<file path="src/rtl/core/pprt_pkg.sv">
`default_nettype none
// ----------------------------------------------------------------------------
// pprt_pkg
// Shared types and constants of the partner run tracker: request and result
// payloads, the per-lane result record and the result queue sizing.
// ----------------------------------------------------------------------------
package pprt_pkg;

    localparam int IDX_W             = 10;
    localparam int RL_W              = 32;
    localparam int NUM_PARTICLES_DEF = 1024;
    localparam int COUNT_WIDTH_DEF   = 32;
    localparam int Q_DEPTH           = 4;
    localparam int QPTR_W            = $clog2(Q_DEPTH);

    typedef struct packed {
        logic [IDX_W-1:0] particle_a;
        logic [IDX_W-1:0] particle_b;
    } pprt_event_t;

    typedef struct packed {
        logic [RL_W-1:0]  run_length;
        logic [IDX_W-1:0] owner_index;
        logic             last_of_event;
    } pprt_run_t;

    typedef struct packed {
        logic             emit;
        logic [RL_W-1:0]  run_length;
        logic [IDX_W-1:0] owner_index;
    } pprt_lane_res_t;

endpackage
`default_nettype wire

</file>
<file path="src/rtl/core/pprt_lane.sv">
`default_nettype none
// ----------------------------------------------------------------------------
// pprt_lane
// Update of one particle's table entry: extend a matching run with
// saturation, or close the old run and start a new one with the partner.
// ----------------------------------------------------------------------------
module pprt_lane #(
    parameter int COUNT_WIDTH = pprt_pkg::COUNT_WIDTH_DEF
) (
    input  logic [pprt_pkg::IDX_W-1:0] self_index,
    input  logic                       in_range,
    input  logic [pprt_pkg::IDX_W-1:0] partner,
    input  logic [pprt_pkg::IDX_W-1:0] entry_partner,
    input  logic [COUNT_WIDTH-1:0]     entry_count,
    output logic [pprt_pkg::IDX_W-1:0] new_partner,
    output logic [COUNT_WIDTH-1:0]     new_count,
    output logic                       write_en,
    output pprt_pkg::pprt_lane_res_t   result
);
    import pprt_pkg::*;

    logic                        match;
    logic                        sat;
    logic [COUNT_WIDTH+RL_W-1:0] cnt_wide;
    logic [COUNT_WIDTH-1:0]      cnt_hi;
    logic [RL_W-1:0]             rl;

    assign match    = (entry_partner == partner);
    assign sat      = &entry_count;
    assign cnt_wide = {{RL_W{1'b0}}, entry_count};
    assign cnt_hi   = cnt_wide[COUNT_WIDTH+RL_W-1:RL_W];
    assign rl       = (|cnt_hi) ? {RL_W{1'b1}} : cnt_wide[RL_W-1:0];

    always_comb
    begin
        new_partner        = partner;
        new_count          = COUNT_WIDTH'(1);
        write_en           = in_range;
        result.emit        = 1'b0;
        result.run_length  = rl;
        result.owner_index = self_index;
        if (match)
        begin
            new_count = sat ? entry_count : entry_count + COUNT_WIDTH'(1);
        end
        else
        begin
            result.emit = in_range && (entry_count != '0);
        end
    end

endmodule
`default_nettype wire

</file>
<file path="config.mk">
export PLATFORM = sky130hd
export DESIGN_NAME = pprt_lane
export DESIGN_NICKNAME = d
export VERILOG_FILES = /design/src/rtl/core/pprt_pkg.sv /design/src/rtl/core/pprt_lane.sv
export SDC_FILE = /design/constraint.sdc
export NUM_CORES = 1
export LEC_CHECK = 0
export ABC_AREA = 1
export BUFFER_PORTS_ARGS = -buffer_cell sky130_fd_sc_hd__buf_2
export CAP_MARGIN = 0
export CELL_PAD_IN_SITES_DETAIL_PLACEMENT = 1
export CELL_PAD_IN_SITES_GLOBAL_PLACEMENT = 1
export CORE_MARGIN = 3
export CORE_UTILIZATION = 24
export DETAILED_ROUTE_END_ITERATION = 6
export PLACE_DENSITY = 0.93
export SYNTH_ARGS = -nofsm -noshare
export SYNTH_HDL_FRONTEND = slang
export SYNTH_SLANG_ARGS = --single-unit
</file>
<file path="constraint.sdc">
create_clock -name vclk -period 1.7
set_input_delay 0.17 -clock vclk [all_inputs]
set_output_delay 0.17 -clock vclk [all_outputs]
set_load 0.02 [all_outputs]
</file>
==> flow_summary.json <==
{
  "synthMuxAreaShare": 0,
  "wl_per_cell_microns": 20.1,
  "wl_microns": 12800,
  "power_uw": 571,
  "synth_fa_ha_area_frac": 0.0131,
  "vdd.ir_drop.worst_mv": 0.0879,
  "synth_area_sq_um": 1910,
  "die_w_microns": 95.2,
  "design.seq.count": 0,
  "multi_input_area_sq_um": 1710,
  "seq_area_frac_synth": 0,
  "critPathMostFrequentCell": "nand2_1",
  "violations": "negative setup slack",
  "setup_viol": 29,
  "critical_path_class": "in -> out",
  "synth.largest_area_cell": "nand2_1",
  "crit_buf_inv": 4,
  "overflow": 0,
  "fp.dieH_microns": 95.2,
  "synth_top_family_by_area": "simple AND/OR/NAND/NOR gates",
  "cp.arrival_ns": 1.78,
  "yosys_warnings": 0,
  "worst_slack_ns": -0.254,
  "rows": 31,
  "synth_cell_types": 21,
  "cp-start-kind": "primary input",
  "cpPeakStageDelay_ns": 0.30,
  "path_cells": "buf_2 > nand2_1 > nor2_1 > nand2_1 > nor2_2 > buf_4 > nand2_1 > nand2_1 > nand3_1 > nand2_1 > inv_1 > buf_4",
  "num_vias": 3301,
  "clock_buffers": 0,
  "grt_max_degree": 12,
  "drtPass1Iterations": 4,
  "hold_class": "in -> out",
  "gp_congestion": 0.879,
  "worst_setup_path_end_kind": "output port",
  "path_max_fanout": 4,
  "p_per_area_nw_per_um2": 164,
  "nets": 608,
  "synthToLayoutAreaGrowth_pct": 82.1,
  "synth_area_leaders": "nand2_1, buf_4, nor2_1",
  "syn_nets": 464,
  "start_util": 0.255,
  "cpMaxStageDelayCell": "nor2_1",
  "tightest_slew_ns": 0.340,
  "synth_compound_area_frac": 0.0314,
  "post-place-ws_ns": -0.193,
  "fmax_ghz": 0.512,
  "netlist.area_leader.share": 0.232,
  "layout.area.seq_sq_um": 0,
  "dieArea_sq_um": 9070,
  "syn_avg_cell_area_sq_um": 4.79,
  "dp_hpwl_microns": 7790,
  "synth-simple-area-share": 0.542,
  "grt_pass1_vias": 3322,
  "layout.core_utilization": 0.465,
  "yosys.area_share.xor_xnor": 0.0550,
  "fin_crit_ns": 1.95,
  "antenna_found_initial": 0,
  "core_area_sq_um": 7490,
  "rsz0062_at_grt": "true",
  "drc": 0,
  "slew_headroom": 0.773,
  "final_hold_viol_count": 0,
  "io_pins": 149,
  "outcome": "complete, but fails checks",
  "required_ns": 1.53,
  "n_antenna_cell": 0,
  "power_leakage_uw": 0.00189,
  "cp_top_family": "simple AND/OR/NAND/NOR gates",
  "drtIter0Drc": 194,
  "fin_crit_sh": 1.15,
  "drive_gt1_frac": 0.556,
  "grtUsageTotal": 0.229,
  "drtAntennaViolNets": 0,
  "maxCapViolCount": 0,
  "vias_per_cell": 5.16,
  "grt_pass1_wl_microns": 16400,
  "synth_cells": 399,
  "io_buffers": 129,
  "slew_viol_final": 0,
  "fill_cells": 1056
}
-- final cells by class --
type,instances,share of cell area
repair buffers,197,0.399
multi-input cells,276,0.491
inverters,68,0.0748
well taps,99,0.0356
-- Yosys cell counts, drive strengths merged --
master and number:
nor4 2, a21oi 6, nand4 7, or2 1
buf 58, ha 2, nor3 13, nand2 118
inv 68, nor2 76, and2 2, xnor2 5
xor2 7, o21ai 6, nand3 26, nand3b 2
-- cell usage in the layout, fill, tap and decap left out, types with 2 or more instances in the layout --
cell	Yosys	final
nand3_1	25	18
inv_2	0	4
buf_12	0	4
nor3_4	0	2
inv_4	0	2
o21ai_1	0	2
nor2_1	74	38
nand2_2	0	28
nand3_2	0	4
xnor2_1	5	5
o21ai_0	6	3
nand2_4	0	7
a21oi_2	0	2
xor2_1	7	7
nand2_1	118	83
nand4_1	7	7
buf_2	4	95
a21oi_1	6	2
inv_1	68	62
nor3_1	13	7
nor2_2	1	24
nor3_2	0	4
nand3_4	1	7
buf_4	53	78
nor2_4	1	14
nor4_1	2	2
nand3b_1	2	2
buf_6	1	18
a21oi_4	0	2
-- logic make-up (layout without fill, tap and decap cells) --
kind of cell             after synthesis  after routing
buffers and inverters                126            265
XOR/XNOR                              12             12
AND/OR/NAND/NOR                      247            250
AO/OA/AOI/OAI                         12             12
adder cells (fa/ha/maj)                2              2
-- what timing repair did --
item,in CTS,in global routing
hold buffers,0,0
gates cloned,5,0
resized for setup,82,105
setup buffers,5,8
pin swaps,19,31
setup endpoints to repair,32,33
endpoints found under the hold margin,0,0
-- where the power goes --
group	internal (uW)	switching [uW]	total (uW)
combinational	218	353	571
sequential	0	0	0
clock	0	0	0
-- final timing paths --
path,start,to,slack (ns),cells past startpoint
setup / recovery,entry_count[8],new_count[26],-0.25,12
hold / removal,self_index[1],result[1],0.34,0
-- routing by layer --
layer / vias up / global-route usage / share of wire
met1: 1603 / 0.254 / 0.35
met4: 0 / 0.106 / 0.058
met3: 70 / 0.0253 / 0.069
met5: - / 0 / 0
met2: 180 / 0.430 / 0.52
li1: 1448 / - / -
-- per-stage QoR --
step | setup TNS [ns] | cell area, sq um | hold WS [ns] | instances
2_1_floorplan | 0 | 1910 | 0.453 | 399
3_3_place_gp | -2.17 | 2680 | 0.340 | 623
3_5_place_dp | -4.10 | 2680 | 0.340 | 623
4_1_cts | -0.102 | 3090 | 0.340 | 633
5_1_grt | -4.08 | 3480 | 0.340 | 640
6_report | -1.52 | 3480 | 0.340 | 640
(Power assumes the default switching activity.)
