--- src/rtl/core/pprt_pkg.sv ---
`default_nettype none
// ----------------------------------------------------------------------------
// pprt_pkg
// Shared types and constants of the partner run tracker: request and result
// payloads, the per-lane result record and the result queue sizing.
// ----------------------------------------------------------------------------
package pprt_pkg;

    localparam int IDX_W             = 10;
    localparam int RL_W              = 32;
    localparam int NUM_PARTICLES_DEF = 1024;
    localparam int COUNT_WIDTH_DEF   = 32;
    localparam int Q_DEPTH           = 4;
    localparam int QPTR_W            = $clog2(Q_DEPTH);

    typedef struct packed {
        logic [IDX_W-1:0] particle_a;
        logic [IDX_W-1:0] particle_b;
    } pprt_event_t;

    typedef struct packed {
        logic [RL_W-1:0]  run_length;
        logic [IDX_W-1:0] owner_index;
        logic             last_of_event;
    } pprt_run_t;

    typedef struct packed {
        logic             emit;
        logic [RL_W-1:0]  run_length;
        logic [IDX_W-1:0] owner_index;
    } pprt_lane_res_t;

endpackage
`default_nettype wire

--- src/rtl/core/pprt_merge.sv ---
`default_nettype none
// ----------------------------------------------------------------------------
// pprt_merge
// Combine the two lane results in event order, mark the last one, and hold
// them in a small result queue ahead of the output channel.
// ----------------------------------------------------------------------------
module pprt_merge (
    input  logic                     clk,
    input  logic                     rst_n,
    input  logic                     push,
    input  pprt_pkg::pprt_lane_res_t res_a,
    input  pprt_pkg::pprt_lane_res_t res_b,
    output logic                     room,
    output logic                     run_valid,
    input  logic                     run_stall,
    output pprt_pkg::pprt_run_t      run_data
);
    import pprt_pkg::*;

    pprt_run_t         q_mem [Q_DEPTH];
    logic [QPTR_W-1:0] head_reg, head_next;
    logic [QPTR_W-1:0] tail_reg, tail_next;
    logic [QPTR_W-1:0] tail_inc;
    logic [QPTR_W:0]   cnt_reg, cnt_next;
    logic [QPTR_W:0]   n_push;
    logic              pop;
    pprt_run_t         first, second;

    assign tail_inc  = tail_reg + QPTR_W'(1);
    assign run_valid = (cnt_reg != '0);
    assign run_data  = q_mem[head_reg];
    assign pop       = run_valid && !run_stall;
    assign room      = (cnt_reg <= (QPTR_W+1)'(Q_DEPTH - 2));

    always_comb
    begin
        first.run_length     = res_a.emit ? res_a.run_length : res_b.run_length;
        first.owner_index    = res_a.emit ? res_a.owner_index : res_b.owner_index;
        first.last_of_event  = !(res_a.emit && res_b.emit);
        second.run_length    = res_b.run_length;
        second.owner_index   = res_b.owner_index;
        second.last_of_event = 1'b1;
        n_push = push ? ((QPTR_W+1)'(res_a.emit) + (QPTR_W+1)'(res_b.emit)) : '0;
        cnt_next  = cnt_reg + n_push - (QPTR_W+1)'(pop);
        tail_next = tail_reg + n_push[QPTR_W-1:0];
        head_next = pop ? head_reg + QPTR_W'(1) : head_reg;
    end

    always_ff @(posedge clk)
    begin
        if (push && (res_a.emit || res_b.emit))
        begin
            q_mem[tail_reg] <= first;
        end
        if (push && res_a.emit && res_b.emit)
        begin
            q_mem[tail_inc] <= second;
        end
    end

    always_ff @(posedge clk or negedge rst_n)
    begin
        if (!rst_n)
        begin
            head_reg <= '0;
            tail_reg <= '0;
            cnt_reg  <= '0;
        end
        else
        begin
            head_reg <= head_next;
            tail_reg <= tail_next;
            cnt_reg  <= cnt_next;
        end
    end

endmodule
`default_nettype wire

--- config.mk ---
export PLATFORM = sky130hd
export DESIGN_NAME = pprt_merge
export DESIGN_NICKNAME = d
export VERILOG_FILES = /design/src/rtl/core/pprt_pkg.sv /design/src/rtl/core/pprt_merge.sv
export SDC_FILE = /design/constraint.sdc
export NUM_CORES = 1
export LEC_CHECK = 0
export BUFFER_PORTS_ARGS = -buffer_cell sky130_fd_sc_hd__buf_2
export CAP_MARGIN = 20
export CORE_MARGIN = 2
export CORE_UTILIZATION = 35
export DETAILED_ROUTE_END_ITERATION = 6
export HOLD_SLACK_MARGIN = 0.15
export PLACE_DENSITY_LB_ADDON = 0.15
export SLEW_MARGIN = 5
export SYNTH_ARGS = -nofsm -noshare
export SYNTH_HDL_FRONTEND = slang
export SYNTH_SLANG_ARGS = --single-unit
--- constraint.sdc ---
create_clock -name clk -period 3.8 [get_ports clk]
set_input_delay 0.76 -clock clk [delete_from_list [all_inputs] [get_ports clk]]
set_output_delay 0.76 -clock clk [all_outputs]
set_load 0.02 [all_outputs]
==> results of run 1 <==
cells in the final DEF (no fill, tap or decap), drive strengths merged:
master and n:
nand4bb 2, a21oi 1, o32ai 4, xor2 4, nor3 1, bufinv 5
nand4b 1, clkinvlp 1, dfxtp 4, ha 6, diode 3, edfxtp 168
nand3 5, o211ai 4, clkbuf 18, fa 1, buf 159, dfrtp 7
dlygate4sd3 1, inv 11, and3 1, nor2 5, or4b 1, xnor2 2
nand2 10, nor3b 1, mux4 43, clkinv 5, a22o 168
per-layer routing:
| metal | up-vias | track usage | wire length [um] |
|---|---|---|---|
| met3 | 20 | 0.0550 | 1830 |
| met4 | 8 | 0.0413 | 164 |
| li1 | 2394 | - | - |
| met5 | - | 0 | 55 |
| met2 | 200 | 0.332 | 12000 |
| met1 | 2782 | 0.221 | 9220 |
final cells by class:
type,instances,share of cell area
well taps,319,0.0391
clock inverters,12,0.0202
diodes,3,0.000735
flip-flops and latches,179,0.520
inverters,10,0.00368
multi-input cells,260,0.286
repair buffers,160,0.0887
clock buffers,18,0.0420
power breakdown:
part           leakage, nW  internal, mW  switching, mW
clock                0.307          1.17          0.745
combinational         1.76          1.09           1.50
sequential            1.76          2.65          0.259
cell families after synthesis:
group	after synthesis	synth area share
DFF	179	0.629
AOI/OAI and AO/OA	177	0.188
buffers and inverters	56	0.0325
muxes	43	0.115
and+or+nand+nor	27	0.0175
adders and majority gates	7	0.0113
xor gates and xnor gates	6	0.00624
tightest hold or removal path: cells and delay by family (launching register included):
family / cells / cell delay, ns
flops: 1 / 0.32
simple gates: 1 / 0.05
compound gates: 1 / 0.07
worst min-delay path by stage:
stage,from,endpoint,slack [ns],depth (start not counted)
after floorplan,q_mem[0][0],q_mem[0][0],0.45,2
after global placement,q_mem[1][0],q_mem[1][0],0.47,2
after detailed placement,q_mem[0][0],q_mem[0][0],0.47,2
after CTS,q_mem[0][0],q_mem[0][0],0.48,2
after global routing,q_mem[0][0],q_mem[0][0],0.52,2
final,q_mem[1][0],q_mem[1][0],0.48,2
timing repair:
item	in CTS	in global routing
endpoints found under the setup margin	0	0
hold buffers	1	0
hold endpoints to repair	3	0
resized for setup	0	0
==> summary.txt, run 1 <==
Clocking
  – Clk Tree Root Cell: clkbuf_16
  – CTS clk-pin slew, worst paths: 0.07 ns
  – Clk buf depth: 2
  – H-tree depth: 4
  – Worst-Skew Late Latency: 0.43 ns
  – Clk sinks: 179
  – CTS buffer count: 17
  – CTS tree: done
  – Post-CTS setup buffers: 0

Logic synthesis
  – Post-synth top area cell: edfxtp_1
  – Post-synthesis cell type count: 30
  – Post-synth EDFFs: 168
  – Ys async rst share: 0.0391
  – Post-Synthesis Net Count: 592
  – Commonest cells in the synthesized netlist: a22o_1 (168), edfxtp_1 (168), mux4_2 (43)
  – Synth top area cells: edfxtp_1 (60%), a22o_1 (17%), mux4_2 (12%)
  – Post-synthesis cell area: 8420 um^2
  – Synthesized instance count: 495
  – Synth warn: 0
  – Sequential area share after synthesis: 0.629
  – Synth top area share: 0.599
  – Top_reg_cell synth: edfxtp_1
  – Syn Area/Cell: 17.0 um^2
  – Synthesis-stage register bit count: 179

Worst setup path
  – WS Path Type: reg -> out
  – CP peak stage delay: 0.75 ns
  – Worst R2R End: cnt_reg[2]
  – CP Capture Point: run_data[26]
  – Crit start category: flip-flop
  – Arrival time at the worst endpoint: 2.27 ns
  – Crit path cell chain: buf_12, mux4_2, buf_2
  – Crit Reg-Reg Startpoint: cnt_reg[2]
  – Crit-path slowest cell: dfrtp_4
  – R2R Setup Slk: 1.57 ns
  – Crit end category: primary output
  – CP bufs+invs: 2
  – Worst Reg-to-Reg Cells: 9
  – Critical Path Source: head_reg[0]
  – Critical Path Stages: 3
  – Largest fanout on the critical path: 23
  – Top delay family on crit path: flip-flops
  – Data required, critical path: 3.04 ns

STA
  – Final period utilization: 0.797
  – Setup ws final: 0.773 ns
  – Max Fclk: 0.330 GHz
  – Hold slack: 0.477 ns
  – Setup TNS: 0 ns
  – Slew Viols, Final: 0
  – Final Hold Viols: 0
  – Max_slew headroom: 0.565
  – Clock Skew: 0.0143 ns
  – Final setup viols: 0
  – Tmin final: 3.03 ns
  – Unrepaired setup endpoints after global routing: false
  – Worst Max-Slew Pin Slew: 0.653 ns

Placed design
  – IO Port Bufs: 134
  – Dpl ws: 0.612 ns
  – RePlAce Congestion: 0.789
  – DP HPWL: 13.6 mm
  – Cells after DPL: 927
  – DP Area: 9560 um^2

Power and ir drop
  – Pwr per Cell Area: 726 nW/um^2
  – Leakage: 3.83 nW
  – Tot Pwr: 7.41 mW
  – VDD IR max: 0.353 mV

Global routing
  – All-layer global routing usage: 0.186
  – Largest net degree at the start of global routing: 43
  – Vias in the first global route: 5734
  – Gr ovfl total: 0
  – First-pass GRT wire length: 34.8 mm
  – Initial antenna violation count: 6

Die
  – Initial Util: 0.358
  – Die Width: 159 um
  – Core Box Area: 23500 um^2
  – Die height: 159 um
  – Number of top-level design ports: 135
  – Die ar.: 25300 um^2
  – Num rows: 56

Cells and area
  – Area Overhead vs Synth: 21.2%
  – Sequential cell area: 5310 um^2
  – Post-layout util: 0.434
  – Max reg flops: 172
  – Filler instances: 2161
  – Final instance area: 10200 um^2
  – Area occupied by multi-input gates: 2920 um^2
  – Share of layout cells above drive strength 1: 0.385
  – Nets: 725
  – Non-Filler Instances: 961

Drt
  – DR WL/cell: 24.2 um
  – DR DRC count: 0
  – Routed Antenna Nets: 0
  – DR pass1 iterations: 5
  – Initial DRC Count: 416
  – Via Count: 5404
  – Via density: 5.62
  – Total wire length: 23.3 mm

Job
  – Max Cap Viol: 0

Worst hold path
  – Hold WC Path Type: reg -> reg

Outcome
  – Status: finished clean
Power figures use the tool's default switching activity.
==> run 2: changes to the inputs <==
- clock period: 3.8 -> 2.56 ns (I/O delays scaled with it)
==> summary.txt, run 2 (synthesis results as in run 1) <==
Outcome
  – Status: finished clean

STA
  – Setup TNS: 0 ns (unchanged)
  – Clock Skew: 0.0126 ns (-0.00168 ns)
  – Final Hold Viols: 0 (unchanged)
  – Final setup viols: 0 (unchanged)
  – Max Fclk: 0.409 GHz
  – Final period utilization: 0.956
  – Tmin final: 2.45 ns
  – Unrepaired setup endpoints after global routing: false
  – Worst Max-Slew Pin Slew: 0.439 ns (-0.214 ns)
  – Slew Viols, Final: 0 (unchanged)
  – Max_slew headroom: 0.707 (+0.143)

Global routing
  – Initial antenna violation count: 4 (-2)
  – First-pass GRT wire length: 35.3 mm (+1.4%)
  – All-layer global routing usage: 0.187 (+0.00141)
  – Vias in the first global route: 5863 (+2.2%)
  – Largest net degree at the start of global routing: 43 (unchanged)
  – Gr ovfl total: 0 (unchanged)

Cells and area
  – Share of layout cells above drive strength 1: 0.392 (+0.00727)
  – Nets: 729 (+0.55%)
  – Most frequent cells in the layout: a22o_1 (168), edfxtp_1 (168), buf_2 (134)
  – Final instance area: 10300 um^2 (+1.1%)
  – Max reg flops: 172 (unchanged)
  – Area Overhead vs Synth: 22.5%

Drt
  – Via Count: 5461 (+1.1%)
  – DR DRC count: 0 (unchanged)
  – Total wire length: 23.5 mm (+1.0%)
  – Initial DRC Count: 441 (+6.0%)
  – Routed Antenna Nets: 0 (unchanged)
  – DR WL/cell: 24.3 um (+0.37%)
  – DR pass1 iterations: 5 (unchanged)
  – Via density: 5.65 (+0.43%)

Placed design
  – RePlAce Congestion: 0.790 (+0.16%)
  – DP Area: 9690 um^2 (+1.4%)
  – IO Port Bufs: 134 (unchanged)
  – DP HPWL: 13.7 mm (+0.78%)

Power and ir drop
  – Combinational group share of total power: 0.378 (+0.028)
  – Pwr per Cell Area: 1060 nW/um^2 (+47%)
  – Sequential share of power: 0.378 (-0.014)
  – VDD IR max: 0.446 mV (+26%)
  – Clk pwr share: 0.244 (-0.014)
  – Sw Pwr: 3.91 mW (+56%)
  – Cell internal pwr: 7.07 mW (+44%)
  – Leakage: 3.86 nW (+0.82%)
  – Sw Ratio: 0.356 (+0.0184)

Clocking
  – Clk buf depth: 2 (unchanged)
  – Clk sinks: 179 (unchanged)
  – CTS tree: done
  – PostCTS Resize Cnt: 0 (unchanged)
  – Worst-Skew Late Latency: 0.43 ns (about the same)
  – CTS buffer count: 17 (unchanged)
  – Post-CTS setup buffers: 0 (unchanged)
  – Hold buffers post-CTS: 1 (unchanged)
  – Clk Tree Root Cell: clkbuf_16
  – CTS clk-pin slew, worst paths: 0.07 ns (about the same)
  – H-tree depth: 4 (unchanged)

Worst hold path
  – Hold WC Path Type: in -> reg

Worst setup path
  – Crit path cell chain: buf_12, mux4_2, buf_2
  – CP bufs+invs: 2 (unchanged)
  – Crit-path slowest cell: mux4_2
  – Crit end category: primary output
  – Data required, critical path: 2.05 ns (-0.99 ns)
  – Top delay family on crit path: multiplexers
  – WS Path Type: reg -> out
  – Arrival time at the worst endpoint: 1.93 ns (-0.34 ns)
  – CP peak stage delay: 0.57 ns (-0.18 ns)
  – Largest fanout on the critical path: 24 (+4.3%)
  – Crit start category: flip-flop
  – R2R Setup Slk: 0.32 ns (-1.25 ns)

Job
  – Max Cap Viol: 0 (unchanged)

Die
  – Die height: 159 um (unchanged)
  – Die ar.: 25300 um^2 (unchanged)
  – Core Box Area: 23500 um^2 (unchanged)
  – Number of top-level design ports: 135 (unchanged)
  – Num rows: 56 (unchanged)
  – Initial Util: 0.358 (unchanged)
  – Die Width: 159 um (unchanged)
-- run 2: cell types whose count changed in the layout (fill, tap and decap cells not counted) --
cell,before,now
buf_12,3,11
clkbuf_1,1,0
inv_8,0,4
clkinv_8,0,4
clkinv_4,3,1
inv_6,2,3
bufinv_16,5,1
clkinv_2,1,0
clkinvlp_4,1,2
buf_4,22,18
-- run 2: power groups by stage --
stage               clock (mW)  sequential (mW)  combinational [mW]
global route              2.84             4.20                4.46
global placement             0             4.19                4.23
finish                    2.68             4.15                4.16
detailed placement           0             4.22                4.26
floorplan                    0             4.08                2.77
CTS                       2.73             4.15                4.27
-- run 2: per-stage QoR --
step | worst slack [ns] | util | cells | total power, mW | hold slack, ns
3_5_place_dp | 0.125 | 0.411 | 931 | 8.48 | 0.355
6_report | 0.113 | 0.438 | 967 | 11.0 | 0.399
5_1_grt | 0.0446 | 0.438 | 967 | 11.5 | 0.392
4_1_cts | 0.0773 | 0.438 | 964 | 11.1 | 0.382
3_3_place_gp | 0.207 | 0.411 | 931 | 8.42 | 0.350
2_1_floorplan | 0.00557 | - | 495 | 6.86 | 0.216
-- run 2: area by class of cell --
cell class                      instances  area, um^2
Timing Repair Buffer                  164        1040
Fill cell                            2153       13200
Sequential cell                       179        5310
Tap cell                              319         399
Antenna cell                            3        7.51
Inverter                               10        37.5
Multi-Input combinational cell        260        2920
Clock buffer                           17         425
Clock inverter                         15         190
-- run 2: worst paths after layout --
check                       startpoint      endpoint  cells after the start
max reg2reg                 cnt_reg[2]    cnt_reg[2]                      9
min in group asynchronous        rst_n    cnt_reg[0]                      2
max in group asynchronous        rst_n   head_reg[0]                      2
max                        head_reg[0]  run_data[27]                      3
min reg2reg                q_mem[1][0]   q_mem[1][0]                      2
min                          run_stall   head_reg[1]                      3
-- run 2: routing by layer --
metal,global-route usage,up-vias,wire [um]
li1,-,2408,-
met1,0.228,2841,9640
met2,0.335,189,12200
met3,0.0409,21,1430
met4,0.0512,2,228
met5,0,-,13
-- run 2: worst min-delay path, delay by kind of cell --
kind / cells / cell delay [ns]
buffers and inverters: 1 / 0.09
AND/OR/NAND/NOR: 1 / 0.05
XOR/XNOR: 1 / 0.12
